`src/rtl/tla_pkg.sv`:
```
`timescale 1ns / 1ps
`default_nettype none
// ----------------------------------------------------------------------------
// tla_pkg
// Shared types and constants for the tolerant lexicographic argmin block.
// ----------------------------------------------------------------------------
package tla_pkg;

	localparam int unsigned MAX_ENTRIES = 256;

	localparam int unsigned WORD_W   = 32;
	localparam int unsigned OUT_IDX_W = 8;
	localparam int unsigned CFG_IDX_W = 1;

	// select_mode codes; the unused code falls back to minimax
	localparam logic [1:0] MODE_MINIMAX = 2'd0;
	localparam logic [1:0] MODE_LEAST_B = 2'd1;
	localparam logic [1:0] MODE_LEAST_V = 2'd2;
	localparam logic [1:0] MODE_UNUSED  = 2'd3;

	// configuration register indexes
	localparam logic [CFG_IDX_W-1:0] REG_SELECT_MODE = 1'd0;
	localparam logic [CFG_IDX_W-1:0] REG_TOLERANCE   = 1'd1;

	localparam logic [1:0]        MODE_RESET = MODE_MINIMAX;
	localparam logic [WORD_W-1:0] TOL_RESET  = 32'd6554;

	// one stored candidate, value in the low bits
	typedef struct packed {
		logic [WORD_W-1:0] cost_v;
		logic [WORD_W-1:0] cost_b;
		logic [WORD_W-1:0] grid_value;
	} entry_t;

	typedef struct packed {
		logic [OUT_IDX_W-1:0] index;
		logic [WORD_W-1:0]    value;
	} result_t;

endpackage
`default_nettype wire

```
`src/rtl/tla_scan.sv`:
```
`timescale 1ns / 1ps
`default_nettype none
// ----------------------------------------------------------------------------
// tla_scan
// Selection sequencer: walks the stored set once or twice through one
// shared compare unit and holds the running best entry.
// ----------------------------------------------------------------------------
module tla_scan #(
	parameter int unsigned MAX_ENTRIES = tla_pkg::MAX_ENTRIES,
	parameter int unsigned IDX_W = (MAX_ENTRIES > 1) ? $clog2(MAX_ENTRIES) : 1,
	parameter int unsigned CNT_W = $clog2(MAX_ENTRIES + 1)
) (
	input  wire                          clk,
	input  wire                          arst_n,
	input  wire                          start,
	input  wire [CNT_W-1:0]              count,
	input  wire [1:0]                    mode,
	input  wire [tla_pkg::WORD_W-1:0]    tolerance,
	output logic                         rd_en,
	output logic [IDX_W-1:0]             rd_addr,
	input  tla_pkg::entry_t              rd_data,
	input  wire                          res_free,
	output logic                         busy,
	output logic                         done,
	output tla_pkg::result_t             res
);

	localparam logic [2:0] S_IDLE  = 3'd0;
	localparam logic [2:0] S_PASS1 = 3'd1;
	localparam logic [2:0] S_LIMIT = 3'd2;
	localparam logic [2:0] S_PASS2 = 3'd3;
	localparam logic [2:0] S_DONE  = 3'd4;

	localparam int unsigned W = tla_pkg::WORD_W;

	logic [2:0]        state_q;
	logic [CNT_W-1:0]  ptr_q;
	logic              d_valid_s1;
	logic              d_last_s1;
	logic [IDX_W-1:0]  d_idx_s1;
	logic              found_q;
	logic [W-1:0]      best_key_q;
	logic [W-1:0]      best_val_q;
	logic [IDX_W-1:0]  best_idx_q;
	logic [W:0]        limit_q;

	logic              in_pass;
	logic              tolerant;
	logic [W-1:0]      gate;
	logic [W-1:0]      rank;
	logic [W-1:0]      key;
	logic              qual;
	logic              better;
	logic              pass_end;
	logic [IDX_W+7:0]  idx_ext;

	assign in_pass  = (state_q == S_PASS1) || (state_q == S_PASS2);
	assign tolerant = mode inside {tla_pkg::MODE_LEAST_B, tla_pkg::MODE_LEAST_V};
	assign rd_en    = in_pass && (ptr_q < count);
	assign rd_addr  = ptr_q[IDX_W-1:0];
	assign busy     = (state_q != S_IDLE);
	assign done     = (state_q == S_DONE) && res_free;
	assign pass_end = d_valid_s1 && d_last_s1;

	// pass 2 tests gate cost against the limit, minimizes rank cost
	always_comb begin
		if (mode == tla_pkg::MODE_LEAST_B) begin
			gate = rd_data.cost_v;
			rank = rd_data.cost_b;
		end else begin
			gate = rd_data.cost_b;
			rank = rd_data.cost_v;
		end
		if (state_q == S_PASS2) begin
			key  = rank;
			qual = ({1'b0, gate} <= limit_q);
		end else begin
			qual = 1'b1;
			if (tolerant) begin
				key = gate;
			end else begin
				key = (rd_data.cost_b > rd_data.cost_v) ? rd_data.cost_b : rd_data.cost_v;
			end
		end
		better = d_valid_s1 && qual && (!found_q || (key < best_key_q));
	end

	assign idx_ext   = {8'd0, best_idx_q};
	assign res.value = best_val_q;
	assign res.index = idx_ext[7:0];

	always_ff @(posedge clk or negedge arst_n) begin
		if (!arst_n) begin
			state_q    <= S_IDLE;
			ptr_q      <= '0;
			d_valid_s1 <= 1'b0;
			found_q    <= 1'b0;
		end else begin
			d_valid_s1 <= rd_en;
			if (rd_en) begin
				ptr_q <= ptr_q + CNT_W'(1);
			end
			if (better) begin
				found_q <= 1'b1;
			end
			case (state_q)
				S_IDLE: begin
					if (start) begin
						state_q <= S_PASS1;
						ptr_q   <= '0;
						found_q <= 1'b0;
					end
				end
				S_PASS1: begin
					if (pass_end) begin
						state_q <= tolerant ? S_LIMIT : S_DONE;
					end
				end
				S_LIMIT: begin
					state_q <= S_PASS2;
					ptr_q   <= '0;
					found_q <= 1'b0;
				end
				S_PASS2: begin
					if (pass_end) begin
						state_q <= S_DONE;
					end
				end
				S_DONE: begin
					if (res_free) begin
						state_q <= S_IDLE;
					end
				end
				default: begin
					state_q <= S_IDLE;
				end
			endcase
		end
	end

	// payload: read tag pipeline, running best and the tolerance limit
	always_ff @(posedge clk) begin
		d_idx_s1  <= ptr_q[IDX_W-1:0];
		d_last_s1 <= (ptr_q == count - CNT_W'(1));
		if (better) begin
			best_key_q <= key;
			best_val_q <= rd_data.grid_value;
			best_idx_q <= d_idx_s1;
		end
		if (state_q == S_LIMIT) begin
			limit_q <= {1'b0, best_key_q} + {1'b0, tolerance};
		end
	end

endmodule
`default_nettype wire

```
`config.mk`:
```
export PLATFORM = sky130hd
export DESIGN_NAME = tla_scan
export DESIGN_NICKNAME = d
export VERILOG_FILES = /design/src/rtl/tla_pkg.sv /design/src/rtl/tla_scan.sv
export SDC_FILE = /design/constraint.sdc
export NUM_CORES = 1
export LEC_CHECK = 0
export BUFFER_PORTS_ARGS = -buffer_cell sky130_fd_sc_hd__buf_2
export CAP_MARGIN = 10
export CORE_ASPECT_RATIO = 0.6
export CORE_UTILIZATION = 40
export DETAILED_ROUTE_END_ITERATION = 8
export HOLD_SLACK_MARGIN = 0.03
export PLACE_DENSITY = 0.71
export SYNTH_ARGS = -nofsm -noshare
export SYNTH_HDL_FRONTEND = slang
export SYNTH_SLANG_ARGS = --single-unit
```
`constraint.sdc`:
```
create_clock -name clk -period 16.67 [get_ports clk]
set_clock_uncertainty 0.05 [all_clocks]
set_input_delay 1.667 -clock clk [delete_from_list [all_inputs] [get_ports clk]]
set_output_delay 1.667 -clock clk [all_outputs]
set_load 0.05 [all_outputs]
```
==> flow_metrics.env <==
export IMPL_outcome="finished clean"
export IMPL_max_stage_delay_ns=0.94
export IMPL_cts_sinks=128
export IMPL_die_area_um2=26400
export IMPL_path_cells="buf_2, inv_1, ha_1, nand4_1, nor4bb_1, and2_1, o22ai_1, nor2_1, a21o_1, buf_4, o221ai_1, a22oi_1, ha_1, a21o_1, a21o_1, a21oi_1, o21ai_0, a21o_1, a21oi_1, o221ai_1, a211oi_4, buf_4"
export IMPL_chipWidth_um=209.1
export IMPL_synth_seq_cells=128
export IMPL_crit_start="rd_data[95]"
export IMPL_detail_route_antenna_nets=0
export IMPL_clock_path_buffers=2
export IMPL_cts_tree="built"
export IMPL_p_leak_uw=0.005461
export IMPL_crit_top_cell="a21o_1"
export IMPL_drc=0
export IMPL_dp_hpwl_mm=23.33
export IMPL_layout_setup_ws_ns=8.213
export IMPL_hold_violations=0
export IMPL_r2r_slack_ns=11.34
export IMPL_slew_headroom=0.2061
export IMPL_fin_crit_ns=8.457
export IMPL_mostFrequentLayoutCells="buf_2, ha_1, inv_1"
export IMPL_ff2ff_path_depth=15
export IMPL_fin_cells=1618
export IMPL_area_growth_pct=18.33
export IMPL_synth_edf_count=105
export IMPL_wl_mm=30.50
export IMPL_gr_usage_all_layers=0.2311
export IMPL_setup_viol=0
export IMPL_crit_path_end_kind="register"
export IMPL_synth_sequential_area_ratio=0.3578
export IMPL_synthesis_nets=1381
export IMPL_first_pass_iters=7
export IMPL_cts_resized=0
export IMPL_r2r_start="state_q[0]"
export IMPL_drt_iter0_markers=1045
export IMPL_overflow=0
export IMPL_syn_inst=1098
export IMPL_critPathMaxFanout=52
export IMPL_critPathArrivalTime_ns=8.46
export IMPL_placed_cells_incl_taps=1583
export IMPL_antenna_found_initial=6
export IMPL_rsz0062_at_grt="no"
export IMPL_num_rows=45
export IMPL_p_per_area_nw_per_um2=178.2
export IMPL_synth_cell_type_count=69
export IMPL_io_buffers=193
export IMPL_final_core_util=0.4818
export IMPL_vias_per_cell=5.689
export IMPL_numCtsBuffers=17
export IMPL_place_ws_ns=8.050
export IMPL_worstSetupPathType="in -> reg"
export IMPL_grt_pass1_vias=8613
export IMPL_syn_area_um2=10290
export IMPL_core_area_um2=25280
export IMPL_crit_slowest_cell="a211oi_4"
export IMPL_die_y_um=126.3
export IMPL_max_freq_ghz=0.1182
export IMPL_nets=1556
export IMPL_io_pin_count=194
export IMPL_drive_above_1_share=0.2177
export IMPL_synthArstFlopShare=0.1094
export IMPL_clockRootBuffer="clkbuf_16"
export IMPL_maxCapViolCount=0
export IMPL_clock_latency_ns=0.43
export IMPL_tns_ns=0
export IMPL_slew_viol_final=0
export IMPL_wire_per_inst_um=18.85
export IMPL_clkTransAtPathRegs_ns=0.06
export IMPL_start_util=0.4072
export IMPL_final_common_cell="buf_2"
export IMPL_syn_avg_cell_area_um2=9.375
export IMPL_yosysWarningCount=0
export IMPL_gp_congestion=0.9183
export IMPL_worst_slew_pin_slew_ns=1.187
export IMPL_synth_flop_cell="edfxtp_1"
export IMPL_finalCritPeriodShare=0.5073
export IMPL_reg2reg_to="best_val_q[21]"
export IMPL_cts_hold_buf=0
export IMPL_grt_pass1_wl_mm=47.18
export IMPL_worst_ep_required_time_ns=16.67
export IMPL_dr_total_vias=9205
export IMPL_hold_path_class="reg -> reg"
export IMPL_start_kind="input pin"
export IMPL_cts_htree_levels=4
export IMPL_grt_start_max_net_pins=60
export IMPL_crit_end="best_val_q[21]"
export IMPL_post_cts_buffers=0
export IMPL_ir_worst_vdd_mv=0.08347
-- cell families (layout without fill, tap and decap cells) --
logic type / after synthesis / in the layout / synth area share
AO/OA/AOI/OAI: 312 / 312 / 0.2035
other: 0 / 3 / 0
XOR/XNOR: 39 / 39 / 0.03318
adder cells (fa/ha/maj): 140 / 140 / 0.1709
AND/OR/NAND/NOR: 279 / 279 / 0.1319
flip-flops: 128 / 128 / 0.3578
buffers and inverters: 163 / 351 / 0.06272
multiplexers: 37 / 37 / 0.03999
-- synth_stat cells, types with 3 or more instances --
master / n / area [µm²]
xor2_1: 15 / 131.4
or3_1: 4 / 25.02
nand2b_1: 8 / 50.05
clkbuf_1: 32 / 120.1
a21oi_1: 59 / 295.3
buf_2: 3 / 15.01
o22ai_1: 32 / 200.2
nor3_1: 22 / 110.1
a211oi_1: 7 / 52.55
nor2b_1: 16 / 100.1
and2_1: 4 / 25.02
o211ai_1: 6 / 45.04
a211o_1: 3 / 26.28
mux2_2: 33 / 371.6
edfxtp_1: 105 / 3153
o21ai_0: 65 / 325.3
xnor2_1: 24 / 210.2
or4_1: 4 / 30.03
o2111ai_1: 3 / 26.28
buf_1: 4 / 15.01
a22oi_1: 31 / 232.7
buf_4: 8 / 60.06
dfxtp_1: 9 / 180.2
o21a_1: 11 / 82.58
inv_1: 116 / 435.4
a31oi_1: 7 / 43.79
and4_1: 4 / 35.03
nor2_1: 52 / 195.2
mux2i_1: 4 / 40.04
ha_1: 139 / 1739
a21o_1: 27 / 202.7
nand4_1: 23 / 143.9
dfrtp_1: 14 / 350.3
nand2_1: 99 / 371.6
o311ai_0: 4 / 35.03
and3_1: 8 / 50.05
nand3_1: 21 / 105.1
o221ai_1: 32 / 280.3
-- critical path: cells and delay by family --
| kind | cells | cell delay, ns |
|---|---|---|
| AOI/OAI and AO/OA | 12 | 3.26 |
| buffers and inverters | 4 | 1.28 |
| adders and majority gates | 2 | 0.64 |
| and+or+nand+nor | 4 | 1.56 |
-- registers in the layout, indices dropped and copies added, names as in the netlist --
| signal | flops |
|---|---|
| best_val_q | 32 |
| d_valid_s1 | 1 |
| d_idx_s1 | 8 |
| d_last_s1 | 1 |
| limit_q | 33 |
| ptr_q | 9 |
| found_q | 1 |
| best_key_q | 32 |
| state_q | 3 |
| best_idx_q | 8 |
-- how the worst min path moves through the flow --
stage	from	to	slack, ns	depth (start not counted)
6_report	d_idx_s1[4]	best_idx_q[4]	0.35	0
5_1_grt	d_idx_s1[5]	best_idx_q[5]	0.35	0
4_1_cts	d_idx_s1[4]	best_idx_q[4]	0.35	0
3_5_place_dp	d_idx_s1[5]	best_idx_q[5]	0.34	0
3_3_place_gp	d_idx_s1[3]	best_idx_q[3]	0.34	0
2_1_floorplan	d_idx_s1[0]	best_idx_q[0]	0.34	0
-- where the power goes --
part / switching (µW) / internal, µW / leakage, µW
combinational: 774 / 385 / 0.00393
clock: 149 / 238 / 0.000282
sequential: 75.2 / 548 / 0.00125
-- cell type report --
type | instances | area, µm²
Antenna cell | 3 | 7.507
Sequential cell | 128 | 3684
Fill cell | 2348 | 13100
Clock buffer | 18 | 439.2
Timing Repair Buffer | 203 | 1041
Multi-Input combinational cell | 807 | 5998
Inverter | 116 | 435.4
Clock inverter | 14 | 163.9
Tap cell | 329 | 411.6
-- metal layers --
metal  up-vias  part of all wire  global-route usage
met3        40              0.11             0.07556
met5         -           0.00089                   0
met1      4269              0.48              0.3427
met2       419              0.40              0.3192
met4         4             0.014             0.05407
li1       4473                 -                   -
-- per-stage QoR --
| stage | hold slack (ns) | cell area [µm²] | total power, µW |
|---|---|---|---|
| after global placement | 0.3362 | 11570 | 1744 |
| after floorplan | 0.3355 | 10290 | 1498 |
| after CTS | 0.3521 | 12170 | 2168 |
| after global routing | 0.3541 | 12180 | 2315 |
| final | 0.3517 | 12180 | 2171 |
| after detailed placement | 0.3395 | 11570 | 1769 |
No activity file was read; power rests on OpenSTA's default activity.
